==> config.mk <==
export PLATFORM = sky130hd
export DESIGN_NAME = tmw_cell
export DESIGN_NICKNAME = d
export VERILOG_FILES = /design/src/rtl/timestamp_merge_watermark_unit_defines.svh /design/src/rtl/tmw_pkg.sv /design/src/rtl/tmw_cell.sv
export SDC_FILE = /design/constraint.sdc
export NUM_CORES = 1
export LEC_CHECK = 0
export BUFFER_PORTS_ARGS = -buffer_cell sky130_fd_sc_hd__buf_4
export CAP_MARGIN = 20
export CELL_PAD_IN_SITES_DETAIL_PLACEMENT = 1
export CELL_PAD_IN_SITES_GLOBAL_PLACEMENT = 1
export CORE_AREA = 2 2 298 300
export CTS_BUF_LIST = sky130_fd_sc_hd__clkbuf_16
export CTS_CLUSTER_DIAMETER = 60
export CTS_CLUSTER_SIZE = 12
export DETAILED_ROUTE_END_ITERATION = 12
export DIE_AREA = 0 0 300 302
export HOLD_SLACK_MARGIN = 0.1
export PLACE_DENSITY_LB_ADDON = 0.15
export SYNTH_ARGS = -nofsm -noshare
export SYNTH_HDL_FRONTEND = slang
export SYNTH_SLANG_ARGS = --single-unit
==> constraint.sdc <==
create_clock -name clk -period 13.3 [get_ports clk]
set_input_delay 2.66 -clock clk [delete_from_list [all_inputs] [get_ports clk]]
set_output_delay 2.66 -clock clk [all_outputs]
set_load 0.005 [all_outputs]
==> src/rtl/timestamp_merge_watermark_unit_defines.svh <==
// Assertion macros shared by the timestamp merge RTL.
// Both macros sample on clk and are disabled while rst_n is low.
`ifndef TIMESTAMP_MERGE_WATERMARK_UNIT_DEFINES_SVH
`define TIMESTAMP_MERGE_WATERMARK_UNIT_DEFINES_SVH

`ifndef ASSERT_OFF
// Property checked at every clock edge
`define TMW_ASSERT(label, prop, msg) \
    label: assert property (@(posedge clk) disable iff (!rst_n) prop) else $error(msg);
// Consequent checked in the cycle after the antecedent
`define TMW_ASSERT_NEXT(label, ante, cons, msg) \
    label: assert property (@(posedge clk) disable iff (!rst_n) (ante) |=> (cons)) \
        else $error(msg);
`else
`define TMW_ASSERT(label, prop, msg)
`define TMW_ASSERT_NEXT(label, ante, cons, msg)
`endif

`endif

==> src/rtl/tmw_pkg.sv <==
package tmw_pkg;

    // Sizes
    localparam int STORE_DEPTH = 32;
    localparam int NUM_INPUTS  = 4;
    localparam int DATA_W      = 64;
    localparam int OPCODE_W    = 2;
    localparam int INDEX_W     = 2;
    localparam int KIND_W      = 2;

    localparam int IN_TDATA_W  = 4 * DATA_W;
    localparam int IN_TUSER_W  = OPCODE_W + INDEX_W;
    localparam int OUT_TDATA_W = 5 * DATA_W;
    localparam int OUT_TUSER_W = KIND_W;

    // End-time register select and scan counter widths
    localparam int INPUT_SEL_W = (NUM_INPUTS > 1) ? $clog2(NUM_INPUTS) : 1;
    localparam int INPUT_CNT_W = $clog2(NUM_INPUTS + 1);

    // Input opcodes
    localparam logic [OPCODE_W-1:0] OP_INSERT    = 2'd0;
    localparam logic [OPCODE_W-1:0] OP_CHUNK_END = 2'd1;
    localparam logic [OPCODE_W-1:0] OP_FLUSH     = 2'd2;

    // Result kinds
    localparam logic [KIND_W-1:0] KIND_HEADER = 2'd0;
    localparam logic [KIND_W-1:0] KIND_EVENT  = 2'd1;
    localparam logic [KIND_W-1:0] KIND_CLOSE  = 2'd2;
    localparam logic [KIND_W-1:0] KIND_DROP   = 2'd3;

    // Watermark seed when scanning end times
    localparam logic [DATA_W-1:0] NO_END_TIME = 64'hFFFF_FFFF_FFFF_FFFF;

    typedef struct packed {
        logic [DATA_W-1:0] id;
        logic [DATA_W-1:0] date;
        logic [DATA_W-1:0] dur;
    } event_t;

    // What one cell shows its neighbors
    typedef struct packed {
        logic   valid;
        logic   keep;
        event_t ev;
    } cell_link_t;

    // Broadcast command to every cell
    typedef struct packed {
        logic insert;
        logic shift;
    } cell_cmd_t;

    typedef struct packed {
        logic busy;
        logic done;
    } mark_status_t;

    typedef struct packed {
        logic [KIND_W-1:0] kind;
        logic [DATA_W-1:0] id;
        logic [DATA_W-1:0] date;
        logic [DATA_W-1:0] dur;
        logic [DATA_W-1:0] span_start;
        logic [DATA_W-1:0] span_end;
        logic              last;
    } result_t;

endpackage

==> src/rtl/tmw_cell.sv <==
module tmw_cell (
    input  logic                clk,
    input  logic                rst_n,
    input  tmw_pkg::cell_cmd_t  cmd,
    input  tmw_pkg::event_t     new_ev,
    input  tmw_pkg::cell_link_t left,
    input  tmw_pkg::cell_link_t right,
    output tmw_pkg::cell_link_t link
);
    import tmw_pkg::*;

    logic   valid_reg, valid_next;
    event_t ev_reg, ev_next;
    logic   keep;

    // Entry stays put on insert when it is not later than the new event
    assign keep = valid_reg && (ev_reg.date <= new_ev.date);

    // Insert: keep, take the new event, or take the left neighbor's entry.
    // Shift: take the right neighbor's entry.
    always_comb
    begin
        valid_next = valid_reg;
        ev_next    = ev_reg;
        if (cmd.shift)
        begin
            valid_next = right.valid;
            ev_next    = right.ev;
        end
        else if (cmd.insert && !keep)
        begin
            if (left.keep)
            begin
                valid_next = 1'b1;
                ev_next    = new_ev;
            end
            else
            begin
                valid_next = left.valid;
                ev_next    = left.ev;
            end
        end
    end

    always_ff @(posedge clk or negedge rst_n)
    begin
        if (!rst_n)
        begin
            valid_reg <= 1'b0;
        end
        else
        begin
            valid_reg <= valid_next;
        end
    end

    // Payload, no reset
    always_ff @(posedge clk)
    begin
        ev_reg <= ev_next;
    end

    assign link = '{valid: valid_reg, keep: keep, ev: ev_reg};

endmodule

==> results_dict.tcl <==
set metrics [dict create \
    fin_tns_setup_ns 0 \
    routedWlPerCell_microns 20.2 \
    final.period_utilization_pct 60.7 \
    syn-cell-area_sq_mm 0.0114 \
    syn_inst 1075 \
    cts_sinks 193 \
    r2r_cells 8 \
    clk_pin_slew_ns 0.09 \
    yosys.area_share.adder_pct 7.02 \
    antenna_found_initial 6 \
    intPower_w 0.00129 \
    regToRegStartpoint "link[120]" \
    most-common-layout-cells "buf_4, nand2_1, o21ai_0" \
    synth_top_family_by_area "multiplexers" \
    power_w 0.00183 \
    syn2layout_area_growth_pct 67.2 \
    initial_core_util_pct 13.0 \
    finalNonFillerCells 2995 \
    max_cap_violations 0 \
    cts-root-buf "clkbuf_16" \
    sequentialPowerShare_pct 43.6 \
    ys_ff_latch 193 \
    drc 0 \
    coreArea_sq_mm 0.0876 \
    crit_arrival_ns 5.41 \
    nFillCells 10300 \
    port_buffers 776 \
    switchingPower_w 0.000542 \
    status "completed" \
    avgSynthCellArea_sq_um 10.6 \
    dp.cells 2958 \
    synth_top_cell_area_share_pct 50.6 \
    ios 778 \
    swShare_pct 29.6 \
    cts_hold_buffers 0 \
    nets 2460 \
    clockPowerShare_pct 28.8 \
    hpwl_microns 49500 \
    hold_class "register to register" \
    drt_iter0_markers 345 \
    worstSetupEndpointType "output pin" \
    ys_types 38 \
    synth_largest_area_cell "edfxtp_1" \
    post-cts-setup-buffer-count 0 \
    cts.repair.resized 0 \
    synth_xor_area_share_pct 0 \
    netlist_top_cells_area "edfxtp_1, mux2i_1, o21ai_0, ha_1, nand2_1" \
    whs_ns 0.773 \
    final_common_cell "buf_4" \
    clock_path_buffers 2 \
    synth-simple-area-share_pct 9.10 \
    power_frac_comb_pct 27.6 \
    worst-r2r-setup-slack_ns 8.87 \
    fmax_mhz 124 \
    place_ws_ns 5.21 \
    setup_viol 0 \
    hold_start "valid_reg" \
    chipHeight_microns 302 \
    async_reset_ff_share_pct 0.518 \
    synth_flop_cell "edfxtp_1" \
    largest_register_ffs 192 \
    worstHoldEndpoint "valid_reg" \
    slew_headroom_pct 34.3 \
    syn-num-nets 1723 \
    worstSetupStartpointType "primary input" \
    grt.total_usage_pct 13.0 \
    ant_nets 0 \
    yosys_warnings 0 \
    die_w_microns 300 \
    peakVddDrop_mv 0.110 \
    critPathMaxFanout 4 \
    gp_congestion 0.813 \
    setup_slack_ns 5.23 \
    via_per_inst 3.72 \
    path_cells "buf_4, inv_1, ha_1, nand4_1, nor4_1, nand4_1, nor4_1, o21a_1, buf_4" \
    drive_gt1_share_pct 44.7 \
    vias 11100 \
    dr.pass1.iters 6 \
    grt_setup_unrepaired "false" \
    layout_min_cycle_time_ns 8.07 \
    routed_wl_microns 60600 \
    slew_violations 0 \
    p_per_area_mw_per_mm2 96.1 \
    clk_latency_ns 0.52 \
    grt_max_degree 159 \
    min_path_cells 2 \
    synth_edf_count 192 \
    cts_max_level 4 \
    synthMuxAreaShare_pct 16.9 \
    reg2reg_to "link[149]" \
    rows 109 \
    p_leak_nw 8.95 \
    grt_pass1_vias 12100 \
    cts_buffers 17 \
    grt_pass1_wl_microns 83900 \
    ys_seq_area_share_pct 50.8 \
    path_class "primary input to output pin" \
    slowest_stage "nor4_1" \
    critical_path_required_ns 10.64 \
    synth-compound-area-share_pct 11.5 \
    worst_slew_pin_slew_ns 0.986 \
    skew_ns 0.0164 \
    hold_viol_final 0 \
    slowest_delay_ns 0.91 \
    tritoncts "done" \
    dieArea_sq_mm 0.0906 \
    grt_overflow 0 \
]
[cells by family (layout without fill, tap and decap cells)]
logic type / Yosys count / in the layout
and+or+nand+nor: 245 / 245
AOI/OAI and AO/OA: 246 / 246
buffers and inverters: 135 / 884
adders and majority gates: 64 / 64
muxes: 192 / 192
other: 0 / 6
DFF: 193 / 193
[stage by stage]
stage | util [%] | area [sq um]
after floorplan | - | 11400
after global placement | 21.2 | 18500
after detailed placement | 21.2 | 18500
after CTS | 21.8 | 19100
after global routing | 21.8 | 19100
final | 21.8 | 19100
[worst max-delay path, delay by kind of cell]
family                   cells  cell delay, ns
adder cells (fa/ha/maj)      1            0.30
AND/OR/NAND/NOR              4            1.95
AO/OA/AOI/OAI                1            0.19
buffers and inverters        3            0.31
[how the worst max path moves through the flow]
stage                     start         to  slack, ns  cells past startpoint
floorplan           new_ev[122]    link[0]       3.43                      8
finish              new_ev[120]  link[192]       5.23                      9
detailed placement  new_ev[120]  link[192]       5.21                      9
global route        new_ev[120]  link[192]       5.07                      9
CTS                 new_ev[120]  link[192]       5.20                      9
global placement    new_ev[120]  link[192]       5.26                      9
[metal layers]
| layer | part of all wire [%] | GRT usage, % |
|---|---|---|
| met3 | 8.5 | 5.18 |
| met2 | 53 | 23.6 |
| met5 | 0 | 0 |
| met1 | 37 | 13.6 |
| met4 | 1.9 | 4.19 |
[cell usage after synthesis (4+ instances only)]
master and count:
a21o_1 9, a21oi_1 24, buf_2 19, clkbuf_1 44, edfxtp_1 192, ha_1 64, inv_1 68, mux2i_1 192
nand2_1 202, nand3_1 9, nand4_1 15, nor2_1 4, o21ai_0 197
[power by group through the flow]
stage	clock network (W)	logic [W]	registers, W
final	0.000527	0.000507	0.000799
after global routing	0.000573	0.000562	0.000807
after global placement	0	0.000523	0.000811
after detailed placement	0	0.000523	0.000813
after CTS	0.000566	0.000525	0.000800
after floorplan	0	0.000165	0.000826
[final cells by class]
class / instances / area [sq um] / share of cell area, %
Inverter: 68 / 255 / 1.34
Antenna cell: 6 / 15.0 / 0.0787
Clock inverter: 14 / 103 / 0.538
Multi-Input combinational cell: 747 / 5090 / 26.7
Timing Repair Buffer: 785 / 5930 / 31.1
Clock buffer: 17 / 425 / 2.23
Tap cell: 1165 / 1460 / 7.64
Sequential cell: 193 / 5790 / 30.4
(Power assumes the default switching activity.)
