`src/rtl/timestamp_merge_watermark_unit_defines.svh`:
```
// Assertion macros shared by the timestamp merge RTL.
// Both macros sample on clk and are disabled while rst_n is low.
`ifndef TIMESTAMP_MERGE_WATERMARK_UNIT_DEFINES_SVH
`define TIMESTAMP_MERGE_WATERMARK_UNIT_DEFINES_SVH

`ifndef ASSERT_OFF
// Property checked at every clock edge
`define TMW_ASSERT(label, prop, msg) \
    label: assert property (@(posedge clk) disable iff (!rst_n) prop) else $error(msg);
// Consequent checked in the cycle after the antecedent
`define TMW_ASSERT_NEXT(label, ante, cons, msg) \
    label: assert property (@(posedge clk) disable iff (!rst_n) (ante) |=> (cons)) \
        else $error(msg);
`else
`define TMW_ASSERT(label, prop, msg)
`define TMW_ASSERT_NEXT(label, ante, cons, msg)
`endif

`endif

```
`src/rtl/tmw_pkg.sv`:
```
package tmw_pkg;

    // Sizes
    localparam int STORE_DEPTH = 32;
    localparam int NUM_INPUTS  = 4;
    localparam int DATA_W      = 64;
    localparam int OPCODE_W    = 2;
    localparam int INDEX_W     = 2;
    localparam int KIND_W      = 2;

    localparam int IN_TDATA_W  = 4 * DATA_W;
    localparam int IN_TUSER_W  = OPCODE_W + INDEX_W;
    localparam int OUT_TDATA_W = 5 * DATA_W;
    localparam int OUT_TUSER_W = KIND_W;

    // End-time register select and scan counter widths
    localparam int INPUT_SEL_W = (NUM_INPUTS > 1) ? $clog2(NUM_INPUTS) : 1;
    localparam int INPUT_CNT_W = $clog2(NUM_INPUTS + 1);

    // Input opcodes
    localparam logic [OPCODE_W-1:0] OP_INSERT    = 2'd0;
    localparam logic [OPCODE_W-1:0] OP_CHUNK_END = 2'd1;
    localparam logic [OPCODE_W-1:0] OP_FLUSH     = 2'd2;

    // Result kinds
    localparam logic [KIND_W-1:0] KIND_HEADER = 2'd0;
    localparam logic [KIND_W-1:0] KIND_EVENT  = 2'd1;
    localparam logic [KIND_W-1:0] KIND_CLOSE  = 2'd2;
    localparam logic [KIND_W-1:0] KIND_DROP   = 2'd3;

    // Watermark seed when scanning end times
    localparam logic [DATA_W-1:0] NO_END_TIME = 64'hFFFF_FFFF_FFFF_FFFF;

    typedef struct packed {
        logic [DATA_W-1:0] id;
        logic [DATA_W-1:0] date;
        logic [DATA_W-1:0] dur;
    } event_t;

    // What one cell shows its neighbors
    typedef struct packed {
        logic   valid;
        logic   keep;
        event_t ev;
    } cell_link_t;

    // Broadcast command to every cell
    typedef struct packed {
        logic insert;
        logic shift;
    } cell_cmd_t;

    typedef struct packed {
        logic busy;
        logic done;
    } mark_status_t;

    typedef struct packed {
        logic [KIND_W-1:0] kind;
        logic [DATA_W-1:0] id;
        logic [DATA_W-1:0] date;
        logic [DATA_W-1:0] dur;
        logic [DATA_W-1:0] span_start;
        logic [DATA_W-1:0] span_end;
        logic              last;
    } result_t;

endpackage

```
`src/rtl/tmw_mark.sv`:
```
module tmw_mark (
    input  logic                         clk,
    input  logic                         rst_n,
    input  logic                         wr_en,
    input  logic [tmw_pkg::INDEX_W-1:0]  wr_idx,
    input  logic [tmw_pkg::DATA_W-1:0]   wr_value,
    input  logic                         start,
    output tmw_pkg::mark_status_t        status,
    output logic [tmw_pkg::DATA_W-1:0]   mark
);
    import tmw_pkg::*;

    logic [DATA_W-1:0]      end_time_reg [NUM_INPUTS];
    logic [INPUT_CNT_W-1:0] cnt_reg, cnt_next;
    logic                   busy_reg, busy_next;
    logic                   done_reg, done_next;
    logic [DATA_W-1:0]      mark_reg, mark_next;
    logic [DATA_W-1:0]      cur_time;

    // One end-time register per scan step
    assign cur_time = end_time_reg[cnt_reg[INPUT_SEL_W-1:0]];

    // Sequential minimum over the end-time registers
    always_comb
    begin
        cnt_next  = cnt_reg;
        busy_next = busy_reg;
        done_next = 1'b0;
        mark_next = mark_reg;
        if (start)
        begin
            cnt_next  = '0;
            busy_next = 1'b1;
            mark_next = NO_END_TIME;
        end
        else if (busy_reg)
        begin
            if (cur_time < mark_reg)
            begin
                mark_next = cur_time;
            end
            cnt_next = cnt_reg + 1'b1;
            if (cnt_reg == INPUT_CNT_W'(NUM_INPUTS - 1))
            begin
                busy_next = 1'b0;
                done_next = 1'b1;
            end
        end
    end

    always_ff @(posedge clk or negedge rst_n)
    begin
        if (!rst_n)
        begin
            cnt_reg  <= '0;
            busy_reg <= 1'b0;
            done_reg <= 1'b0;
            for (int i = 0; i < NUM_INPUTS; i++)
            begin
                end_time_reg[i] <= '0;
            end
        end
        else
        begin
            cnt_reg  <= cnt_next;
            busy_reg <= busy_next;
            done_reg <= done_next;
            // Out-of-range input indexes match no register
            for (int i = 0; i < NUM_INPUTS; i++)
            begin
                if (wr_en && (32'(wr_idx) == i))
                begin
                    end_time_reg[i] <= wr_value;
                end
            end
        end
    end

    always_ff @(posedge clk)
    begin
        mark_reg <= mark_next;
    end

    assign status = '{busy: busy_reg, done: done_reg};
    assign mark   = mark_reg;

endmodule

```
`config.mk`:
```
export PLATFORM = sky130hd
export DESIGN_NAME = tmw_mark
export DESIGN_NICKNAME = d
export VERILOG_FILES = /design/src/rtl/timestamp_merge_watermark_unit_defines.svh /design/src/rtl/tmw_pkg.sv /design/src/rtl/tmw_mark.sv
export SDC_FILE = /design/constraint.sdc
export NUM_CORES = 1
export LEC_CHECK = 0
export BUFFER_PORTS_ARGS = -buffer_cell sky130_fd_sc_hd__buf_2
export CELL_PAD_IN_SITES_DETAIL_PLACEMENT = 0
export CELL_PAD_IN_SITES_GLOBAL_PLACEMENT = 2
export CORE_ASPECT_RATIO = 0.6
export CORE_UTILIZATION = 40
export CTS_BUF_LIST = sky130_fd_sc_hd__clkbuf_4 sky130_fd_sc_hd__clkbuf_8
export CTS_CLUSTER_SIZE = 24
export DETAILED_ROUTE_END_ITERATION = 10
export PLACE_DENSITY = 0.81
export SYNTH_ARGS = -nofsm -noshare
export SYNTH_HDL_FRONTEND = slang
export SYNTH_SLANG_ARGS = --single-unit
export TNS_END_PERCENT = 20
```
`constraint.sdc`:
```
create_clock -name clk -period 4.09 [get_ports clk]
set_input_delay 1.227 -clock clk [delete_from_list [all_inputs] [get_ports clk]]
set_output_delay 1.227 -clock clk [all_outputs]
set_load 0.005 [all_outputs]
```
==> reports/results.txt <==
The tools report the routability-driven placement congestion ratio as 0.738. The type of the tightest min-delay check is reg -> reg. sky130_fd_sc_hd__dfrtp_1 takes more of the synthesized area than any other cell. The largest voltage drop on the vdd net was 0.000246 V. For the static leakage power, the log shows 8.13 nW.

In this run, CTS created clock tree buffers numbering 49. Setup repair after global routing left no endpoint under its margin. Of the available clock period, the critical path in the final layout requires 94.1%. Synthesized area per cell: 14.1 µm².

The number of slew-limit violations in the final report was 0; the overall die area was 0.0388 mm². Die height: 153 µm. For this design the ratio of total power to cell area is 625 mW/mm².

Post-CTS repair changed the size of 0 cells. The number of flip-flops under the largest register name is 256. The time the final worst path needs with I/O delays and setup works out to 3850 ps.

Headroom to the max-slew limit came out at 44.4%. The count of warnings emitted by yosys is 0. Initial antenna violation count: 1. Via count of the first global-routing pass: 10.0k.

The routed wire length came out at 37500 µm. Most frequent standard cell in the layout excluding fill and tap cells: sky130_fd_sc_hd__dfrtp_1. The share of the synthesized area in the top cell type was 42.9%. STA classifies the critical path startpoint as a flop.

In this run, the combinational gates consume 33.3% of the power. The share of the Yosys chip area taken by registers is 51.4%. The maximum clock frequency was 260 MHz.

The total overflow left after global routing is 0. The logs give 20.1% for the total routing usage reported by global routing and 452 for the DRC marker count from the first detailed-route iteration. The tools report the hold violation count in the final report as 0.

In this run the worst path has a maximum fanout of 33. The placed instances occupy a cell area of 0.0166 mm². Synthesis produced a netlist with a net count of 1215.

The flip-flop and latch count after synthesis is 325, and the data required time of the critical path is 4640 ps. The arrival time at the worst endpoint was 4400 ps. The width of the chip works out to 254 µm. The logs give 5 for the detailed-router iteration count before antenna repair and 0 for the number of setup violations in the final report. The logs give 9363 for the number of vias after detailed routing and 0.0369 mm² for the core area. The first global-routing pass estimated 60100 µm of wire. Maximum number of pins on one net before global-route repair: 89. In the final timing run, aggregate negative setup slack is 0 ps. The run gives 1354 as the final net count. Counting along the longest clock path gives a buffer depth of 3. Clock latency on the worst-skew pair, taken at its later pin, is 600 ps.

The slew at the pin closest to its max-slew limit is 834 ps, and the internal power is 7.39 mW. In the routed design, unresolved DRC markers number 0. The switching power summed over all nets was 3.69 mW.

TritonCTS built the clock tree. The area overhead of the layout relative to synthesis is 16.6%. Net switching is 33.3% of the power.

The nature of the critical path endpoint is a flop. The clock drives 325 sinks. 136 I/O pins were placed.

For the instance count of the mapped netlist, the log shows 1080. The tools report the number of maximum-capacitance violations as 0. The wire-length estimate of the detail-placed layout is 23600 µm.

The initial utilization of the core area, before any placement, comes to 41.2%. The run finished with clean final reports. Port buffering added 135 buffers. The unique cell type count in the Yosys netlist is 41. In this run, flip-flops and latches consume 40.4% of the power.

Once detail routing completed, the nets flagged for antenna violations numbered 0. The tree is rooted in a sky130_fd_sc_hd__clkbuf_8. The post-synthesis instance area is 0.0152 mm², and the register clock-pin slew on the reported worst setup and hold paths is 70 ps. The post-detailed-route via-to-cell ratio was 5.30.

The top cell types in the final layout, fill and taps aside, are sky130_fd_sc_hd__dfrtp_1 (259), sky130_fd_sc_hd__mux2_1 (252), sky130_fd_sc_hd__buf_2 (134). The H-tree was split into 2 levels. Once the clock tree was built, the setup fixing pass inserted 0 buffers. The clock group share of total power is 26.3%. After clock tree synthesis, the flow added hold-fix buffers numbering 0. The row count was 54; the design area was 0.0177 mm². For the setup skew after layout, the log shows 23.9 ps. In the final layout, the share of cells above drive strength 1 is 26.2%.

The kind of critical path is reg -> reg. In the final routed layout, each cell accounts on average for 21.3 µm. Sorting the synthesized cells by area gives the leading types as sky130_fd_sc_hd__dfrtp_1 (43%), sky130_fd_sc_hd__mux2_1 (19%), sky130_fd_sc_hd__mux4_2 (9.5%), sky130_fd_sc_hd__dfxtp_1 (8.4%), sky130_fd_sc_hd__ha_1 (5.3%).
[layout make-up]
class | instances | area (µm²)
diodes | 1 | 2.50
flip-flops and latches | 325 | 7820
multi-input cells | 617 | 6900
fillers | 3281 | 19200
repair buffers | 160 | 1050
clock buffers | 87 | 1070
well taps | 504 | 631
inverters | 66 | 248
clock inverters | 5 | 27.5
[power by group through the flow]
stage | Combinational, mW | Sequential [mW] | Clock, mW
2_1_floorplan | 2.44 | 4.37 | 0
3_3_place_gp | 3.61 | 4.52 | 0
3_5_place_dp | 3.67 | 4.54 | 0
4_1_cts | 3.68 | 4.49 | 3.01
5_1_grt | 4.13 | 4.59 | 3.15
6_report | 3.69 | 4.48 | 2.91
[synth_stat cells (all sizes together)]
| cell type | instances |
|---|---|
| nor2b | 1 |
| and4 | 3 |
| nand2 | 8 |
| nor4 | 2 |
| o32ai | 1 |
| a21o | 9 |
| mux2 | 256 |
| o21a | 5 |
| o211ai | 2 |
| a211oi | 9 |
| xnor2 | 1 |
| mux4 | 64 |
| a221oi | 3 |
| mux2i | 1 |
| nand3b | 2 |
| nor3b | 1 |
| nor4bb | 1 |
| dfxtp | 64 |
| nand2b | 1 |
| nand4 | 11 |
| nor2 | 8 |
| a2111oi | 1 |
| o2111ai | 1 |
| or4b | 1 |
| ha | 65 |
| clkbuf | 39 |
| nand3 | 2 |
| a21oi | 13 |
| nor3 | 3 |
| buf | 33 |
| a21bo | 64 |
| a31oi | 64 |
| inv | 66 |
| o21ai | 13 |
| o31ai | 1 |
| dfrtp | 261 |
[metal layers]
| layer | GRT usage, % | wire length, µm | up-vias | share of wire (%) |
|---|---|---|---|---|
| li1 | - | - | 4304 | - |
| met1 | 30.3 | 19000 | 4836 | 51 |
| met2 | 29.7 | 16100 | 161 | 43 |
| met3 | 3.73 | 1670 | 62 | 4.4 |
| met4 | 4.91 | 753 | 0 | 2.0 |
| met5 | 0 | 0 | - | 0 |
[critical path: stages (launching register included)]
cell and delay (ps):
sky130_fd_sc_hd__dfrtp_4 520, sky130_fd_sc_hd__buf_4 220, sky130_fd_sc_hd__buf_4 260, sky130_fd_sc_hd__mux4_2 560, sky130_fd_sc_hd__ha_1 200, sky130_fd_sc_hd__a21o_1 170
sky130_fd_sc_hd__a21o_1 170, sky130_fd_sc_hd__a221oi_1 310, sky130_fd_sc_hd__a211oi_1 120, sky130_fd_sc_hd__buf_4 160, sky130_fd_sc_hd__o211ai_1 290, sky130_fd_sc_hd__buf_4 430
sky130_fd_sc_hd__a31oi_1 150, sky130_fd_sc_hd__a21bo_1 220
[final timing paths]
path | startpoint | slack [ps] | cells after the start | endpoint
min in group asynchronous | rst_n | 660 | 1 | end_time_reg[203]
worst min-delay path | end_time_reg[231] | 480 | 1 | end_time_reg[231]
worst min register to register | end_time_reg[231] | 480 | 1 | end_time_reg[231]
worst max register to register | cnt_reg[0] | 240 | 13 | mark[28]
worst max-delay path | cnt_reg[0] | 240 | 13 | mark[28]
max in group asynchronous | rst_n | 2540 | 2 | end_time_reg[168]
[through the flow]
| step | power (mW) | hold slack (ps) | instances | setup slack (ps) | util, % |
|---|---|---|---|---|---|
| after detailed placement | 8.21 | 465 | 1671 | 115 | 44.9 |
| after global routing | 11.9 | 493 | 1765 | 18.4 | 48.1 |
| after floorplan | 6.81 | 453 | 1080 | 196 | - |
| final | 11.1 | 483 | 1765 | 241 | 48.1 |
| after global placement | 8.13 | 459 | 1671 | 213 | 44.9 |
| after CTS | 11.2 | 486 | 1763 | 77.5 | 47.9 |
[cells by family (layout without fill, tap and decap cells)]
family	after synthesis	after routing	share of synthesized area (%)
AOI/OAI and AO/OA	186	186	9.33
DFF	325	325	51.4
muxes	321	321	28.5
adders and majority gates	65	65	5.35
buffers and inverters	138	318	3.76
other	0	1	0
xor gates and xnor gates	1	1	0.0576
and+or+nand+nor	44	44	1.67
No activity file was read; power rests on OpenSTA's default activity.
